<file path="src/rtl/phase_flash_residual_assembler_assert.svh">
// Assertion helper macros for the phase flash residual assembler.
`ifndef PHASE_FLASH_RESIDUAL_ASSEMBLER_ASSERT_SVH
`define PHASE_FLASH_RESIDUAL_ASSEMBLER_ASSERT_SVH

// Implication checked on every rising clock edge outside reset.
`define PFRA_ASSERT_IMP(label, ante, cons) \
    label: assert property (@(posedge aclk) disable iff (!aresetn) (ante) |-> (cons)) \
        else $error("assertion failed");

// Implication whose consequent is checked in the next cycle.
`define PFRA_ASSERT_NEXT(label, ante, cons) \
    label: assert property (@(posedge aclk) disable iff (!aresetn) (ante) |=> (cons)) \
        else $error("assertion failed");

`endif

</file>
<file path="src/rtl/pfra_ram.sv">
module pfra_ram #(
    parameter int WIDTH = 32,
    parameter int DEPTH = 8
) (
    input  logic                     aclk,
    input  logic                     we,
    input  logic [$clog2(DEPTH)-1:0] waddr,
    input  logic [WIDTH-1:0]         wdata,
    input  logic [$clog2(DEPTH)-1:0] raddr,
    output logic [WIDTH-1:0]         rdata
);

    logic [WIDTH-1:0] mem [DEPTH];

    always_ff @(posedge aclk) begin
        if (we) begin
            mem[waddr] <= wdata;
        end
        rdata <= mem[raddr];
    end

endmodule

</file>
<file path="config.mk">
export PLATFORM = sky130hd
export DESIGN_NAME = pfra_ram
export DESIGN_NICKNAME = d
export VERILOG_FILES = /design/src/rtl/phase_flash_residual_assembler_assert.svh /design/src/rtl/pfra_ram.sv
export SDC_FILE = /design/constraint.sdc
export NUM_CORES = 1
export LEC_CHECK = 0
export ABC_AREA = 1
export BUFFER_PORTS_ARGS = -buffer_cell sky130_fd_sc_hd__clkbuf_2
export CAP_MARGIN = 10
export CORE_MARGIN = 2
export CORE_UTILIZATION = 51
export CTS_CLUSTER_SIZE = 25
export DETAILED_ROUTE_END_ITERATION = 8
export MAX_ROUTING_LAYER = met4
export PLACE_DENSITY = 0.72
export SETUP_SLACK_MARGIN = 0.4
export SYNTH_ARGS = -nofsm -noshare
export SYNTH_HDL_FRONTEND = slang
export SYNTH_SLANG_ARGS = --single-unit
</file>
<file path="constraint.sdc">
create_clock -name aclk -period 3.1 [get_ports aclk]
set_input_delay 0.775 -clock aclk [delete_from_list [all_inputs] [get_ports aclk]]
set_output_delay 0.775 -clock aclk [all_outputs]
set_load 0.1 [all_outputs]
</file>
==> flow_summary.ini <==
[outcome]
status = complete, no violations

[yosys]
synth_mux_area_frac = 0
ys.flop_type = edfxtp_1
synthTopCellsByArea = edfxtp_1 65%, nand2_1 13%, inv_1 8.2%
ys_ff_latch = 288
syn_inst = 1156
yosys.area.top_type = edfxtp_1
synth_cell_types = 12
synth_compound_area_frac = 0
synth-simple-area-share = 0.190
synthTopCellsByCount = 422 x nand2_1, 260 x inv_1, 256 x edfxtp_1
synth_edf_count = 256
synth_adder_area_share = 0
synth_most_common_cell = nand2_1
syn_nets = 1196
yosysWarningCount = 0
synth.cell_area_mm2 = 0.0119
avgSynthCellArea_um2 = 10.3
async_flop_share = 0
synth_top_family_by_area = simple AND/OR/NAND/NOR gates
synth-xor-area-share = 0
yosysSeqAreaShare = 0.701
netlist.area_leader.share = 0.647

[worst_setup_path]
crit_family = buffers and inverters
required_ns = 2.32
arrival_ns = 1.38
startpoint_type = register
worst-path-max-fanout = 1
crit_chain = clkbuf_2
path_buf_inv = 1
slowest_stage = clkbuf_2
crit_path_max_incr_delay_ns = 0.47
endpoint_kind = output port
crit_type = register to output port

[route]
via_per_inst = 4.87
drc_errors = 0
initialDrtViolationCount = 657
routedWlPerCell_um = 15.6
firstDrtPassIters = 7
ant_nets = 0
vias = 7612
drt_wl_total_mm = 24.4

[timing]
finalCritPeriodShare = 0.694
rsz0062_at_grt = false
final.min_clock_period_ns = 2.15
drv_slew = 0
tns_ns = 0
tightest_slew_ns = 0.834
clock.fmax_mhz = 465
hold_viol = 0
clock_skew_ns = 0.0127
setup_viol = 0
maxSlewHeadroom = 0.444
timing.hold.ws_ns = 0.514

[die]
dieArea_mm2 = 0.0245
die_w_um = 157
core-area_mm2 = 0.0228
die_h_um = 157
start_util = 0.521
pin_count = 72
std_cell_rows = 55

[power_and_ir_drop]
cellPowerDensity_mw_per_mm2 = 650
clock_power_share = 0.400
pwr-share-comb = 0.097
p_leak_nw = 6.26
p_sw_w = 0.00212
power_frac_seq = 0.504
p_int_w = 0.00667
peakVddDrop_mv = 0.521
p_sw_frac = 0.241
power_w = 0.00879

[global_routing]
grt_max_degree = 67
overflow = 0
grtUsageTotal = 0.212
antenna_found_initial = 0
grt_pass1_vias = 7307
grt_pass1_wl_mm = 39.0

[layout]
area_growth_pct = 13.9
diodes = 0
nNetsFinal = 1268
design_area_mm2 = 0.0135
drive_gt1_frac = 0.112

[min_path]
hp-class = input port to register

[placement]
hpwl_mm = 13.6
place_congestion = 0.780
place_area_mm2 = 0.0126
port_buffers = 71

[clock_network]
clk_latency_ns = 0.54
cts_tree = done
cts_made_buffers = 29
clock_sinks = 288
clk_path_buf_depth = 3
cts-root-buf = clkbuf_16
cts_hold_buf = 0
post-cts-setup-buffers = 0
post_cts_resized = 0
clk_pin_slew_ns = 0.06
htreeDepth = 1

[flow_run]
cap_violations = 0
final cells by class:
| cell class | count | area [µm²] |
|---|---|---|
| clock inverters | 19 | 215 |
| clock buffers | 34 | 744 |
| repair buffers | 89 | 543 |
| inverters | 262 | 985 |
| multi-input cells | 558 | 2310 |
| flip-flops and latches | 288 | 8330 |
| fillers | 1798 | 9260 |
| well taps | 313 | 392 |
cell families after synthesis:
| logic type | Yosys count |
|---|---|
| simple gates | 558 |
| buf+inv | 310 |
| flops | 288 |
flip-flops by register name, summed over array words and instances (netlist names):
name,cells
mem,256
rdata,32
metrics by stage:
stage               cells  utilization  setup WS, ns
floorplan            1156            -         0.408
global placement     1510        0.551         0.804
detailed placement   1510        0.551         0.787
CTS                  1563        0.594         0.941
global route         1563        0.594         0.931
finish               1563        0.594         0.949
metal layers:
layer / part of all wire / wire length, µm / GRT usage / vias to the layer above
met3: 0.067 / 1640 / 0.0255 / 51
met2: 0.46 / 11300 / 0.330 / 265
met4: 0.025 / 614 / 0.0590 / 0
met1: 0.44 / 10800 / 0.300 / 3577
li1: - / - / - / 3719
met5: 0 / 0 / - / -
power by group through the flow:
| stage | Combinational (W) | Clock (W) | Sequential [W] |
|---|---|---|---|
| finish | 0.000852 | 0.00351 | 0.00442 |
| global route | 0.000925 | 0.00372 | 0.00443 |
| CTS | 0.000855 | 0.00356 | 0.00442 |
| detailed placement | 0.000851 | 0 | 0.00451 |
| global placement | 0.000839 | 0 | 0.00450 |
| floorplan | 0.000313 | 0 | 0.00482 |
path summary, 6_finish.rpt:
path	slack (ns)	to	cells past startpoint	from
min	0.51	mem[0][11]$_DFFE_PP_	1	wdata[11]
max reg2reg	2.17	rdata[9]$_DFF_P_	6	mem[1][9]$_DFFE_PP_
max	0.95	rdata[0]	1	rdata[0]$_DFF_P_
min reg2reg	0.63	rdata[13]$_DFF_P_	6	mem[4][13]$_DFFE_PP_
placed cells by master (no fill, tap or decap):
master,count
clkbuf_1,5
nand2_1,422
bufinv_16,5
buf_12,4
clkinv_1,7
nand3_1,128
clkinv_4,1
inv_1,260
inv_2,1
clkbuf_16,29
clkinv_2,7
nor2_4,8
clkbuf_2,70
buf_4,15
edfxtp_1,256
dfxtp_1,32
Note: power is estimated with default switching activity, not from simulation.
