`config.mk`:
```
export PLATFORM = sky130hd
export DESIGN_NAME = pfra_mul
export DESIGN_NICKNAME = d
export VERILOG_FILES = /design/src/rtl/phase_flash_residual_assembler_assert.svh /design/src/rtl/pfra_pkg.sv /design/src/rtl/pfra_mul.sv
export SDC_FILE = /design/constraint.sdc
export NUM_CORES = 2
export LEC_CHECK = 0
export ABC_CLOCK_PERIOD_IN_PS = 9060
export BUFFER_PORTS_ARGS = -buffer_cell sky130_fd_sc_hd__buf_2
export CELL_PAD_IN_SITES_DETAIL_PLACEMENT = 2
export CELL_PAD_IN_SITES_GLOBAL_PLACEMENT = 2
export CORE_ASPECT_RATIO = 1.25
export CORE_MARGIN = 10
export CORE_UTILIZATION = 43
export DETAILED_ROUTE_END_ITERATION = 10
export GPL_ROUTABILITY_DRIVEN = 0
export MAX_ROUTING_LAYER = met4
export PLACE_DENSITY = 0.93
export SLEW_MARGIN = 10
export SYNTH_ARGS = -nofsm -noshare
export SYNTH_HDL_FRONTEND = slang
export SYNTH_SLANG_ARGS = --single-unit
```
`constraint.sdc`:
```
create_clock -name aclk -period 9.06 [get_ports aclk]
set_input_delay 0.906 -clock aclk [delete_from_list [all_inputs] [get_ports aclk]]
set_output_delay 0.906 -clock aclk [all_outputs]
set_load 0.005 [all_outputs]
```
`src/rtl/phase_flash_residual_assembler_assert.svh`:
```
// Assertion helper macros for the phase flash residual assembler.
`ifndef PHASE_FLASH_RESIDUAL_ASSEMBLER_ASSERT_SVH
`define PHASE_FLASH_RESIDUAL_ASSEMBLER_ASSERT_SVH

// Implication checked on every rising clock edge outside reset.
`define PFRA_ASSERT_IMP(label, ante, cons) \
    label: assert property (@(posedge aclk) disable iff (!aresetn) (ante) |-> (cons)) \
        else $error("assertion failed");

// Implication whose consequent is checked in the next cycle.
`define PFRA_ASSERT_NEXT(label, ante, cons) \
    label: assert property (@(posedge aclk) disable iff (!aresetn) (ante) |=> (cons)) \
        else $error("assertion failed");

`endif

```
`src/rtl/pfra_pkg.sv`:
```
package pfra_pkg;

    localparam int MAX_PHASES     = 2;
    localparam int MAX_COMPONENTS = 4;
    localparam int FRAC_BITS      = 16;
    localparam int PH_W           = 1;
    localparam int CO_W           = 2;
    localparam int PC_W           = PH_W + CO_W;
    localparam int PC_DEPTH       = MAX_PHASES * MAX_COMPONENTS;

    localparam logic signed [31:0] Q_ONE = 32'sd65536;
    localparam logic signed [31:0] Q_MAX = 32'sh7fffffff;
    localparam logic signed [31:0] Q_MIN = 32'sh80000000;

    typedef enum logic [2:0] {
        CMD_POINT   = 3'd0,
        CMD_PHASE   = 3'd1,
        CMD_PAIR    = 3'd2,
        CMD_OVERALL = 3'd3,
        CMD_EVAL    = 3'd4
    } cmd_t;

    typedef enum logic [2:0] {
        CFG_NUM_PHASES = 3'd0,
        CFG_NUM_COMP   = 3'd1,
        CFG_REF_PHASE  = 3'd2,
        CFG_THRESHOLD  = 3'd3,
        CFG_USE_OVERALL = 3'd4
    } cfg_idx_t;

    typedef enum logic [4:0] {
        K_ACTIVE    = 5'd0,
        K_PMASS     = 5'd1,
        K_SAT       = 5'd2,
        K_MSUM      = 5'd3,
        K_MRES      = 5'd4,
        K_PRES      = 5'd5,
        K_CDENS     = 5'd6,
        K_CSTOR     = 5'd7,
        K_CHEM      = 5'd8,
        K_ZFRAC     = 5'd9,
        K_ZRES      = 5'd10,
        K_TCDENS    = 5'd11,
        K_TCSTOR    = 5'd12,
        K_VRES      = 5'd13,
        K_TMASS     = 5'd14,
        K_TSTOR     = 5'd15,
        K_ZSUM      = 5'd16
    } kind_t;

    typedef enum logic [4:0] {
        S_IDLE, S_P_RD, S_P_WT, S_P_ACC,
        S_V_RD, S_V_WT, S_V_EMIT,
        S_D_START, S_D_WAIT,
        S_M_RD, S_M_WT, S_M_EMIT,
        S_C_RD, S_C_WT, S_C_EMIT,
        S_K_START, S_K_EMIT,
        S_S_EMIT,
        S_EMIT_WAIT
    } state_t;

    function automatic logic signed [31:0] sat33(input logic signed [32:0] v);
        if (v > 33'sd2147483647) return Q_MAX;
        if (v < -33'sd2147483648) return Q_MIN;
        return v[31:0];
    endfunction

    function automatic logic signed [31:0] qadd(input logic signed [31:0] a,
                                                input logic signed [31:0] b);
        return sat33(33'(a) + 33'(b));
    endfunction

    function automatic logic signed [31:0] qsub(input logic signed [31:0] a,
                                                input logic signed [31:0] b);
        return sat33(33'(a) - 33'(b));
    endfunction

    // floor shift of a 64-bit product, saturated
    function automatic logic signed [31:0] qshift(input logic signed [63:0] p);
        logic signed [63:0] s;
        s = p >>> FRAC_BITS;
        if (s > 64'sd2147483647) return Q_MAX;
        if (s < -64'sd2147483648) return Q_MIN;
        return s[31:0];
    endfunction

endpackage

```
`src/rtl/pfra_mul.sv`:
```
// Q16.16 multiply: product register, then a registered shift and saturate.
module pfra_mul import pfra_pkg::*; (
    input  logic               aclk,
    input  logic signed [31:0] a,
    input  logic signed [31:0] b,
    output logic signed [31:0] q
);

    logic signed [63:0] prod_reg;

    always_ff @(posedge aclk) begin
        prod_reg <= 64'(a) * 64'(b);
        q        <= qshift(prod_reg);
    end

endmodule

```
==> results.cfg <==
[run_status]
outcome = finished, violations left
violations = negative setup slack

[synthesis]
avgSynthCellArea_um2 = 9.51
yosysTopAreaCellShare = 0.572
ys_seq_area_frac = 0.0423
yosys_warnings = 0
synthesis.area_um2 = 37800
synth.area.top_cells = fa_1 57%, inv_1 9.7%, and2_1 8.5%
synth_edf_count = 0
syn_nets = 5305
synth.most_common_cell = fa_1
ys_types = 61
ys_ff_latch = 80
async_flop_share = 0
yosys.area.top_type = fa_1
synth_flop_cell = dfxtp_1
syn_inst = 3979
yosys-top-cells-count = 1081 x fa_1, 977 x inv_1, 525 x nand2_1

[die]
die_area_um2 = 100000
chipHeight_um = 352
rows = 121
dieWidth_um = 285
num_io_pins = 97
start_util = 0.434
core_um2 = 87200

[place]
portBuffers = 96
hpwl_mm = 153

[global_routing]
grt_usage = 0.406
grt_max_degree = 33
grt_pass1_wl_mm = 278
gr-total-overflow = 0
grt_antenna_before_repair = 19
first_global_vias = 39244

[route]
vias = 31483
vias_per_cell = 6.13
ant_nets = 0
drc = 0
wl_per_cell_um = 38.8
drt_iter0_drc = 2665
routed_wl_mm = 200
first_pass_iters = 8

[layout]
num-fill-cells = 9312
drive_gt1_frac = 0.0597
utilization = 0.460
area_growth_pct = 6.11
largest_register_ffs = 48
nets = 5273

[critical_path]
worstPathArrival_ns = 9.83
cp-start-kind = primary input
slowest_stage = fa_1
crit_type = in2reg
cp.buffers_inverters = 3
slowest_delay_ns = 0.71
required_ns = 9.32
crit_family = adder cells
cp_common_cell = fa_1
reg2reg_slack_ns = 6.96
worstPathMaxFanout = 32
crit_path_end_kind = register
crit_chain = clkbuf_4 -> and2_2 -> fa_1 -> fa_1 -> inv_1 -> fa_1 -> fa_1 -> inv_1 -> fa_1 -> fa_1 -> fa_1 -> fa_1 -> ha_1 -> a21oi_1 -> o21ai_0 -> a21oi_1 -> nor2_1 -> nor2_1 -> o21ai_0 -> a41o_1 -> a221oi_2 -> xnor2_1

[timing]
setup_ws_ns = -0.509
hold_viol_final = 0
skew_ns = 0.0115
fin_crit_sh = 1.06
worst_slew_pin_slew_ns = 1.18
fmax_mhz = 105
slew_viol_final = 0
min_period_ns = 9.57
setup_viol = 16
relSlewSlack = 0.209
finalSetupTns_ns = -2.70

[clock_network]
cts_root_buf = clkbuf_16
cts_buffers = 9
clk_latency_ns = 0.34
ctsHoldBuffers = 0
cts_max_level = 3
clk_pin_slew_ns = 0.06
cts.sinks = 80
tritoncts = yes
clockBufferDepth = 2

[flow_run]
maxCapViolCount = 0

[worst_hold_path]
worstHoldPathType = reg2reg
==> per-stage QoR <==
stage	worst slack, ns	instance area (um^2)	hold slack [ns]	cells
floorplan	0.966	37800	0.403	3979
global placement	0.380	39500	0.408	5098
detailed placement	-0.398	39500	0.420	5098
CTS	0.00497	39800	0.432	5114
global route	-0.709	40200	0.446	5137
finish	-0.509	40200	0.424	5137
==> what timing repair did <==
item | in CTS | in global routing
resized for setup | 5 | 80
pin swaps | 0 | 5
endpoints found under the hold margin | 0 | 0
setup endpoints to repair | 4 | 29
buffers inserted | 0 | 6
==> per-layer routing <==
layer / part of all wire / wire length (um) / track usage
met1: 0.28 / 55200 / 0.340
met2: 0.49 / 98100 / 0.678
met3: 0.086 / 17100 / 0.118
met4: 0.15 / 29100 / 0.457
met5: 0 / 0 / -
==> placed cells by master (no fill, tap or decap), drive strengths merged, types with 22 or more instances in the layout <==
cell	instances
xnor2	37
xor2	22
buf	139
a21oi	71
a21o	51
o21ai	32
inv	974
dfxtp	80
nand2	525
ha	180
fa	1081
and2	513
clkbuf	38
nor2	50
==> worst paths after layout <==
check	depth (start not counted)	startpoint	to
worst min-delay path	1	prod_reg[30]	q[14]
worst min register to register	1	prod_reg[30]	q[14]
worst max-delay path	22	b[12]	prod_reg[50]
worst max register to register	3	prod_reg[51]	q[26]
==> cells by family after synthesis <==
family	count (synthesis)	synth area share
compound gates	223	0.0394
mux	2	0.000529
flops	80	0.0423
simple gates	1166	0.154
buf+inv	1188	0.118
fa+ha+maj	1261	0.631
xor+xnor	59	0.0137
==> area by class of cell <==
cell class                 instances  area, um^2  share of cell area
multi-input combinational       2711       31900               0.795
inverter                         977        3690              0.0918
sequential                        80        1600              0.0399
tap                             1168        1460              0.0364
timing repair buffer             168        1150              0.0285
clock buffer                       9         225             0.00561
clock inverter                     7        53.8             0.00134
antenna                           17        42.5             0.00106
==> worst register-to-register path, stage by stage, from the launching register on <==
cell and delay, ns:
dfxtp_1 0.34, nor4_1 0.53, a41oi_4 0.65, a21o_1 0.44
Power is not shown: default switching activity piles up to over one toggle a cycle in this logic, so the estimate is an artifact.
