### config.mk
export PLATFORM = sky130hd
export DESIGN_NAME = pfra_div
export DESIGN_NICKNAME = d
export VERILOG_FILES = /design/src/rtl/phase_flash_residual_assembler_assert.svh /design/src/rtl/pfra_pkg.sv /design/src/rtl/pfra_div.sv
export SDC_FILE = /design/constraint.sdc
export NUM_CORES = 1
export LEC_CHECK = 0
export ABC_AREA = 1
export BUFFER_PORTS_ARGS = -buffer_cell sky130_fd_sc_hd__buf_2
export CORE_MARGIN = 4
export CORE_UTILIZATION = 35
export CTS_CLUSTER_SIZE = 20
export DETAILED_ROUTE_END_ITERATION = 6
export SETUP_SLACK_MARGIN = 0.4
export SYNTH_ARGS = -nofsm -noshare
export SYNTH_HDL_FRONTEND = slang
export SYNTH_SLANG_ARGS = --single-unit
### constraint.sdc
create_clock -name aclk -period 2.7 [get_ports aclk]
set_input_delay 0.27 -clock aclk [delete_from_list [all_inputs] [get_ports aclk]]
set_output_delay 0.27 -clock aclk [all_outputs]
set_load 0.02 [all_outputs]
### src/rtl/phase_flash_residual_assembler_assert.svh
// Assertion helper macros for the phase flash residual assembler.
`ifndef PHASE_FLASH_RESIDUAL_ASSEMBLER_ASSERT_SVH
`define PHASE_FLASH_RESIDUAL_ASSEMBLER_ASSERT_SVH

// Implication checked on every rising clock edge outside reset.
`define PFRA_ASSERT_IMP(label, ante, cons) \
    label: assert property (@(posedge aclk) disable iff (!aresetn) (ante) |-> (cons)) \
        else $error("assertion failed");

// Implication whose consequent is checked in the next cycle.
`define PFRA_ASSERT_NEXT(label, ante, cons) \
    label: assert property (@(posedge aclk) disable iff (!aresetn) (ante) |=> (cons)) \
        else $error("assertion failed");

`endif

### src/rtl/pfra_pkg.sv
package pfra_pkg;

    localparam int MAX_PHASES     = 2;
    localparam int MAX_COMPONENTS = 4;
    localparam int FRAC_BITS      = 16;
    localparam int PH_W           = 1;
    localparam int CO_W           = 2;
    localparam int PC_W           = PH_W + CO_W;
    localparam int PC_DEPTH       = MAX_PHASES * MAX_COMPONENTS;

    localparam logic signed [31:0] Q_ONE = 32'sd65536;
    localparam logic signed [31:0] Q_MAX = 32'sh7fffffff;
    localparam logic signed [31:0] Q_MIN = 32'sh80000000;

    typedef enum logic [2:0] {
        CMD_POINT   = 3'd0,
        CMD_PHASE   = 3'd1,
        CMD_PAIR    = 3'd2,
        CMD_OVERALL = 3'd3,
        CMD_EVAL    = 3'd4
    } cmd_t;

    typedef enum logic [2:0] {
        CFG_NUM_PHASES = 3'd0,
        CFG_NUM_COMP   = 3'd1,
        CFG_REF_PHASE  = 3'd2,
        CFG_THRESHOLD  = 3'd3,
        CFG_USE_OVERALL = 3'd4
    } cfg_idx_t;

    typedef enum logic [4:0] {
        K_ACTIVE    = 5'd0,
        K_PMASS     = 5'd1,
        K_SAT       = 5'd2,
        K_MSUM      = 5'd3,
        K_MRES      = 5'd4,
        K_PRES      = 5'd5,
        K_CDENS     = 5'd6,
        K_CSTOR     = 5'd7,
        K_CHEM      = 5'd8,
        K_ZFRAC     = 5'd9,
        K_ZRES      = 5'd10,
        K_TCDENS    = 5'd11,
        K_TCSTOR    = 5'd12,
        K_VRES      = 5'd13,
        K_TMASS     = 5'd14,
        K_TSTOR     = 5'd15,
        K_ZSUM      = 5'd16
    } kind_t;

    typedef enum logic [4:0] {
        S_IDLE, S_P_RD, S_P_WT, S_P_ACC,
        S_V_RD, S_V_WT, S_V_EMIT,
        S_D_START, S_D_WAIT,
        S_M_RD, S_M_WT, S_M_EMIT,
        S_C_RD, S_C_WT, S_C_EMIT,
        S_K_START, S_K_EMIT,
        S_S_EMIT,
        S_EMIT_WAIT
    } state_t;

    function automatic logic signed [31:0] sat33(input logic signed [32:0] v);
        if (v > 33'sd2147483647) return Q_MAX;
        if (v < -33'sd2147483648) return Q_MIN;
        return v[31:0];
    endfunction

    function automatic logic signed [31:0] qadd(input logic signed [31:0] a,
                                                input logic signed [31:0] b);
        return sat33(33'(a) + 33'(b));
    endfunction

    function automatic logic signed [31:0] qsub(input logic signed [31:0] a,
                                                input logic signed [31:0] b);
        return sat33(33'(a) - 33'(b));
    endfunction

    // floor shift of a 64-bit product, saturated
    function automatic logic signed [31:0] qshift(input logic signed [63:0] p);
        logic signed [63:0] s;
        s = p >>> FRAC_BITS;
        if (s > 64'sd2147483647) return Q_MAX;
        if (s < -64'sd2147483648) return Q_MIN;
        return s[31:0];
    endfunction

endpackage

### src/rtl/pfra_div.sv
// Restoring divider for (a << FRAC_BITS) / b, truncated toward zero, saturated.
// One quotient bit a cycle; b != 0 is the caller's job.
module pfra_div import pfra_pkg::*; (
    input  logic               aclk,
    input  logic               aresetn,
    input  logic               start,
    input  logic signed [31:0] a,
    input  logic signed [31:0] b,
    output logic               done,
    output logic signed [31:0] q
);

    localparam int NW = 32 + FRAC_BITS;

    logic [NW-1:0]     num_reg, num_next;
    logic [32:0]       rem_reg, rem_next;
    logic [31:0]       den_reg, den_next;
    logic [NW-1:0]     quo_reg, quo_next;
    logic [5:0]        cnt_reg, cnt_next;
    logic              neg_reg, neg_next;
    logic              busy_reg, busy_next;
    logic              done_reg, done_next;
    logic [32:0]       trial;
    logic [32:0]       shifted;
    logic [NW:0]       mag;
    logic signed [NW+1:0] sq;

    always_comb begin
        num_next  = num_reg;
        rem_next  = rem_reg;
        den_next  = den_reg;
        quo_next  = quo_reg;
        cnt_next  = cnt_reg;
        neg_next  = neg_reg;
        busy_next = busy_reg;
        done_next = 1'b0;
        shifted   = {rem_reg[31:0], num_reg[NW-1]};
        trial     = shifted - {1'b0, den_reg};
        if (start) begin
            num_next  = (a[31] ? NW'(-(NW'(signed'(a)))) : NW'(a)) << FRAC_BITS;
            den_next  = b[31] ? 32'(-b) : 32'(b);
            neg_next  = a[31] ^ b[31];
            rem_next  = '0;
            quo_next  = '0;
            cnt_next  = 6'(NW);
            busy_next = 1'b1;
        end else if (busy_reg) begin
            num_next = num_reg << 1;
            if (!trial[32]) begin
                rem_next = trial;
                quo_next = {quo_reg[NW-2:0], 1'b1};
            end else begin
                rem_next = shifted;
                quo_next = {quo_reg[NW-2:0], 1'b0};
            end
            cnt_next = cnt_reg - 6'd1;
            if (cnt_reg == 6'd1) begin
                busy_next = 1'b0;
                done_next = 1'b1;
            end
        end
    end

    always_comb begin
        mag = {1'b0, quo_reg};
        sq  = neg_reg ? -(signed'({1'b0, mag})) : signed'({1'b0, mag});
        if (sq > (NW+2)'(64'sd2147483647)) q = Q_MAX;
        else if (sq < -(NW+2)'(64'sd2147483648)) q = Q_MIN;
        else q = sq[31:0];
    end

    assign done = done_reg;

    always_ff @(posedge aclk) begin
        if (!aresetn) begin
            busy_reg <= 1'b0;
            done_reg <= 1'b0;
        end else begin
            busy_reg <= busy_next;
            done_reg <= done_next;
        end
        num_reg <= num_next;
        rem_reg <= rem_next;
        den_reg <= den_next;
        quo_reg <= quo_next;
        cnt_reg <= cnt_next;
        neg_reg <= neg_next;
    end

endmodule

==> reports/metrics.yaml, run 1 <==
outcome:
  status: "complete, but fails checks"
  violations: "negative setup slack"
clock_tree:
  clk_pin_slew_ns: 0.08
  cts_hold_buf: 0
  cts_tree: "done"
  cts_buffers: 17
  cts-root-buf: "clkbuf_16"
  clk_latency_ns: 0.45
  cts.sinks: 153
  clockBufferDepth: 2
  htree_levels: 4
setup_path:
  cp-end-kind: "primary output"
  cpMaxStageDelayCell: "dfxtp_1"
  reg2reg_depth: 16
  path_class: "register to primary output"
  required_ns: 2.43
  crit_start: "quo_reg[21]"
  reg2reg_slack_ns: 0.12
  reg2reg_to: "rem_reg[12]"
  arrival_ns: 2.83
  cp_max_fo: 15
  reg2reg_from: "num_reg[47]"
  crit_top_cell: "nand2_1"
  critPathLaunchType: "register"
  crit_chain: "nor2_2 -> nand2_1 -> nor2_1 -> nand2_1 -> o21ai_4 -> nand3_1 -> nand2_2 -> nand2_1 -> nor2_2 -> nand2_2 -> o21bai_4 -> clkbuf_16 -> nand2_1 -> nand2_1 -> buf_6"
  max_stage_delay_ns: 0.34
synth:
  yosys.area_share.simple_pct: 31.10
  ys_seq_elements: 153
  seq_area_frac_synth_pct: 34.27
  ys.warnings.count: 0
  synthAdderAreaFrac_pct: 4.457
  synth_compound_area_share_pct: 13.23
  avgSynthCellArea_um2: 6.760
  synthMuxAreaShare_pct: 0
  synth_area_um2: 10840
  synthCells: 1603
  synth_top_family_by_area: "simple AND/OR/NAND/NOR gates"
  synth-xor-area-share_pct: 8.244
  synth_fp_nets: 1708
  synth_cell_type_count: 43
pwr:
  p_leak_nw: 6.749
  max-vdd-ir-drop_uv: 395.2
  power_density_nw_per_um2: 409.4
route:
  vias_per_cell: 5.025
  drtIter0Drc: 670
  detail-route-antenna-nets: 0
  drt-total-wl_um: 32930
  drt-pass1-iter-count: 5
  vias: 10880
  post_drt_wl_per_cell_um: 15.20
  drc: 0
sta:
  relSlewSlack_pct: 62.67
  drv_slew: 0
  rsz0062_at_grt: "true"
  hold_viol: 0
  holdWs_ns: 0.03002
  fin_ws_ns: -0.4013
  fmaxAchievable_mhz: 322.4
  setup_viol: 31
  timing.final.crit_share_pct: 114.9
  worstMarginPinSlew_ns: 0.5600
  fin_worst_skew_ns: 0.01503
  period_needed_ns: 3.101
hold_path:
  worstHoldPathCells: 1
  min_from: "b[0]"
  hp-class: "input pin to register"
  hold-path-endpoint: "den_reg[0]"
finish:
  final_cell_mix: "nand2_1, inv_1, nor2_1, dfxtp_1, o21ai_0"
  post-route-util_pct: 46.51
  final_common_cell: "nand2_1"
  largest_register_ffs: 48
  drive_above_1_share_pct: 24.35
  fin_cells: 2166
  nNetsFinal: 1862
  syn_to_final_growth_pct: 31.28
  antenna_cells: 0
die:
  die_x_um: 184.0
  io_pins: 100
  die_h_um: 184.0
  dieArea_um2: 33840
  core-area_um2: 30590
  row_count: 64
  initial_core_util_pct: 35.43
grt:
  grt_use_total_pct: 18.55
  antenna_found_initial: 0
  grt_pass1_vias: 10420
  grt.overflow.total: 0
  grt_max_degree: 51
  grt_pass1_wl_um: 51780
placed_design:
  port_buffers: 99
  place_inst: 2088
  gp_congestion: 0.9425
  dpl.hpwl_um: 23610
job:
  timing.max_cap.violations: 0
-- cell usage after synthesis, drive strengths merged --
master / number / area, um2
a211oi: 2 / 15.01
a21boi: 2 / 15.01
a21o: 4 / 30.03
a21oi: 59 / 299.0
a31o: 1 / 8.760
a31oi: 7 / 43.79
a41oi: 1 / 8.760
buf: 15 / 101.4
clkbuf: 33 / 123.9
clkinv: 2 / 7.510
dfxtp: 88 / 1762
edfxtp: 65 / 1952
fa: 1 / 20.02
ha: 37 / 462.9
inv: 189 / 709.4
nand2: 488 / 1852
nand3: 83 / 425.4
nand3b: 1 / 7.510
nand4: 18 / 112.6
nor2: 196 / 788.3
nor3: 27 / 135.1
nor4: 5 / 31.28
o211ai: 6 / 45.04
o21a: 1 / 7.510
o21ai: 106 / 553.0
o21bai: 4 / 41.29
o22ai: 49 / 306.5
o31ai: 8 / 60.06
or2: 3 / 18.77
xnor2: 37 / 324.1
xor2: 65 / 569.3
-- worst max-delay path, delay by kind of cell, from the launching register on --
| family | cells | cell delay, ns |
|---|---|---|
| AND/OR/NAND/NOR | 11 | 1.18 |
| AO/OA/AOI/OAI | 2 | 0.52 |
| buffers and inverters | 2 | 0.36 |
| flip-flops | 1 | 0.34 |
-- cells by family (layout without fill, tap and decap cells) --
kind of cell,after synthesis,after routing
buffers and inverters,239,406
and+or+nand+nor,821,821
xor gates and xnor gates,102,102
AOI/OAI and AO/OA,250,250
DFF,153,153
adders and majority gates,38,38
-- routing by layer --
metal	global-route usage (%)	part of all wire (%)	vias up
li1	-	-	5522
met1	25.81	48	5070
met2	30.17	46	259
met3	3.186	5.0	33
met4	4.377	1.4	0
met5	0	0	-
-- report_power, final --
part	leakage, nW	internal [mW]	switching, mW	total [mW]
Combinational	5.09	0.271	0.507	0.779
Sequential	1.37	2.56	0.0433	2.60
Clock	0.292	1.29	1.15	2.44
Total	6.75	4.12	1.70	5.82
-- what timing repair did --
action | in CTS | in global routing
endpoints found under the setup margin | 65 | 65
resized for setup | 146 | 193
gates cloned | 6 | 5
setup buffers | 18 | 17
pin swaps | 40 | 52
-- through the flow --
stage	setup TNS, ns	cell area (um2)	power (mW)	setup slack (ns)
6_report	-11.25	14230	5.824	-0.4013
5_1_grt	-16.86	14230	6.077	-0.5715
4_1_cts	-9.021	13300	5.846	-0.3109
3_5_place_dp	0	11980	3.379	0.06325
3_3_place_gp	0	11980	3.364	0.04398
2_1_floorplan	0	10840	3.127	0.4159
-- final cells by class --
type | count | area [um2]
clock buffers | 18 | 450.4
inverters | 191 | 718.2
well taps | 396 | 495.5
multi-input cells | 1211 | 6983
flip-flops and latches | 153 | 3731
repair buffers | 183 | 1707
fillers | 3037 | 16360
clock inverters | 14 | 141.4
-- how the worst max path moves through the flow --
stage | to | slack, ns | depth (start not counted)
after floorplan | num_reg[16] | 0.42 | 4
after global placement | q[1] | 0.04 | 17
after detailed placement | q[9] | 0.06 | 17
after CTS | q[9] | -0.31 | 18
after global routing | q[2] | -0.57 | 17
final | q[2] | -0.40 | 15
No activity file was read; power rests on OpenSTA's default activity.
==> run 2: changes to the inputs <==
CTS_CLUSTER_SIZE = 8   (was 20)
SKIP_CTS_REPAIR_TIMING = 1   (was not set)
==> reports/metrics.yaml, run 2 (synthesized netlist as in run 1, its figures left out) <==
outcome:
  status: "complete, but fails checks"  # unchanged
  violations: "negative setup slack"  # unchanged
job:
  timing.max_cap.violations: 0  # unchanged
placed_design:
  dpl.hpwl_um: 23610  # unchanged
  place_inst: 2088  # unchanged
  pre_cts_ws_ns: 0.06325  # unchanged
  gp_congestion: 0.9425  # unchanged
  port_buffers: 99  # unchanged
sta:
  worstMarginPinSlew_ns: 0.5615  # was 0.5600 ns
  fin_ws_ns: -0.4970  # was -0.4013 ns
  hold_viol: 0  # unchanged
  fin_worst_skew_ns: 0.01509  # was 0.01503 ns
  drv_slew: 0  # unchanged
  rsz0062_at_grt: "true"  # unchanged
  setup_viol: 31  # unchanged
  holdWs_ns: 0.04243  # was 0.03002 ns
  fmaxAchievable_mhz: 312.8  # was 322.4 MHz
  period_needed_ns: 3.197  # was 3.101 ns
  timing.final.crit_share_pct: 118.4  # was 114.9%
  relSlewSlack_pct: 62.52  # was 62.67%
grt:
  grt.overflow.total: 0  # unchanged
  grt_max_degree: 51  # unchanged
  grt_pass1_vias: 10110  # was 10420
  grt_pass1_wl_um: 50090  # was 51780 um
  grt_use_total_pct: 17.88  # was 18.55%
  antenna_found_initial: 0  # unchanged
finish:
  n_fill_cell: 3080  # was 3037
  syn_to_final_growth_pct: 28.43  # was 31.28%
  largest_register_ffs: 48  # unchanged
  final_cell_mix: "nand2_1, inv_1, nor2_1, dfxtp_1, o21ai_0"  # unchanged
  final_common_cell: "nand2_1"  # unchanged
  fin_cells: 2157  # was 2166
  nNetsFinal: 1853  # was 1862
  antenna_cells: 0  # unchanged
  drive_above_1_share_pct: 22.54  # was 24.35%
clock_tree:
  cts-root-buf: "clkbuf_16"  # unchanged
  clk_latency_ns: 0.45  # about the same
  htree_levels: 4  # unchanged
  clockBufferDepth: 2  # unchanged
  cts_tree: "done"  # unchanged
  cts_buffers: 17  # unchanged
  cts.sinks: 153  # unchanged
  clk_pin_slew_ns: 0.08  # about the same
pwr:
  p_switching_mw: 1.690  # was 1.703 mW
  max-vdd-ir-drop_uv: 415.8  # was 395.2 uV
  combinationalPowerShare_pct: 13.2  # was 13.4%
  clockPowerShare_pct: 42.0  # about the same
  internal_power_mw: 4.122  # was 4.121 mW
  p_leak_nw: 6.623  # was 6.749 nW
  finalPower_mw: 5.812  # was 5.824 mW
  swShare_pct: 29.08  # was 29.25%
  power_density_nw_per_um2: 417.6  # was 409.4 nW/um2
  p_seq_share_pct: 44.8  # was 44.7%
setup_path:
  cp_max_fo: 15  # unchanged
  reg2reg_slack_ns: 0.02  # was 0.12 ns
  critPathLaunchType: "register"  # unchanged
  crit_top_cell: "nand2_1"  # unchanged
  crit_chain: "nor2_1 -> nand2_1 -> nor2_1 -> nand2_1 -> o21ai_4 -> nand3_1 -> nand2_2 -> nand2_1 -> nor2_1 -> nand3_2 -> o21bai_4 -> clkbuf_16 -> nand2_1 -> nand2_1 -> buf_6"  # was nor2_2 -> nand2_1 -> nor2_1 -> nand2_1 -> o21ai_4 -> nand3_1 -> nand2_2 -> nand2_1 -> nor2_2 -> nand2_2 -> o21bai_4 -> clkbuf_16 -> nand2_1 -> nand2_1 -> buf_6
  crit_start: "quo_reg[22]"  # was quo_reg[21]
  max_stage_delay_ns: 0.36  # was 0.34 ns
  reg2reg_depth: 16  # unchanged
  required_ns: 2.43  # about the same
  cp-end-kind: "primary output"  # unchanged
  arrival_ns: 2.93  # was 2.83 ns
  reg2reg_to: "rem_reg[13]"  # was rem_reg[12]
  reg2reg_from: "num_reg[47]"  # unchanged
  path_class: "register to primary output"  # unchanged
  crit_end: "q[2]"  # unchanged
  cpMaxStageDelayCell: "dfxtp_1"  # unchanged
route:
  vias: 10870  # was 10880
  drt-total-wl_um: 32670  # was 32930 um
  drt-pass1-iter-count: 6  # was 5
  drtIter0Drc: 629  # was 670
  detail-route-antenna-nets: 0  # unchanged
  vias_per_cell: 5.038  # was 5.025
  post_drt_wl_per_cell_um: 15.14  # was 15.20 um
  drc: 0  # unchanged
die:
  io_pins: 100  # unchanged
  initial_core_util_pct: 35.43  # unchanged
  dieArea_um2: 33840  # unchanged
  core-area_um2: 30590  # unchanged
  die_x_um: 184.0  # unchanged
  die_h_um: 184.0  # unchanged
  row_count: 64  # unchanged
hold_path:
  hp-class: "input pin to register"  # unchanged
## run 2: cell count changes in the layout (fill, tap and decap cells not counted), sizes merged
| cell | change |
|---|---|
| buf | -12 |
| clkbuf | +3 |
| clkinv | -1 |
| clkinvlp | +1 |
## run 2: power by group through the flow
stage / registers, mW / clock network [mW] / logic, mW
floorplan: 2.64 / 0 / 0.488
global placement: 2.65 / 0 / 0.717
detailed placement: 2.65 / 0 / 0.726
CTS: 2.60 / 2.49 / 0.728
global route: 2.61 / 2.59 / 0.868
finish: 2.60 / 2.44 / 0.768
## run 2: worst min-delay path by stage
stage / cells past startpoint / start / slack [ns] / endpoint
finish: 1 / b[0] / 0.04 / den_reg[0]
global route: 1 / b[0] / 0.02 / den_reg[0]
CTS: 1 / b[0] / 0.008 / den_reg[0]
detailed placement: 2 / rem_reg[23] / 0.46 / rem_reg[23]
global placement: 2 / cnt_reg[3] / 0.46 / cnt_reg[3]
floorplan: 0 / b[0] / 0.37 / den_reg[0]
## run 2: final cells by class
class	count	area [um2]	area share, %
inverter	191	720.7	5.178
sequential	153	3719	26.72
clock inverter	14	141.4	1.016
multi-input combinational	1211	6853	49.24
tap	396	495.5	3.560
clock buffer	18	450.4	3.237
timing repair buffer	174	1538	11.05
## run 2: stage by stage
step / utilization [%] / instance area (um2) / TNS (ns)
floorplan: - / 10840 / 0
global placement: 39.17 / 11980 / 0
detailed placement: 39.17 / 11980 / 0
CTS: 41.11 / 12570 / -12.46
global route: 45.50 / 13920 / -19.46
finish: 45.50 / 13920 / -14.02
## run 2: routing by layer
| layer | share of wire, % | global-route usage (%) | up-vias | wire length [um] |
|---|---|---|---|---|
| met3 | 4.9 | 2.988 | 30 | 1610 |
| met1 | 48 | 25.06 | 5052 | 15650 |
| met2 | 46 | 28.87 | 278 | 14980 |
| met4 | 1.3 | 4.289 | 0 | 420 |
| met5 | 0 | 0 | - | 0 |
| li1 | - | - | 5507 | - |
## run 2: worst max-delay path: cells and delay by family (launching register included)
family / cells / cell delay, ns
AOI/OAI and AO/OA: 2 / 0.52
and+or+nand+nor: 11 / 1.25
buffers and inverters: 2 / 0.36
DFF: 1 / 0.36
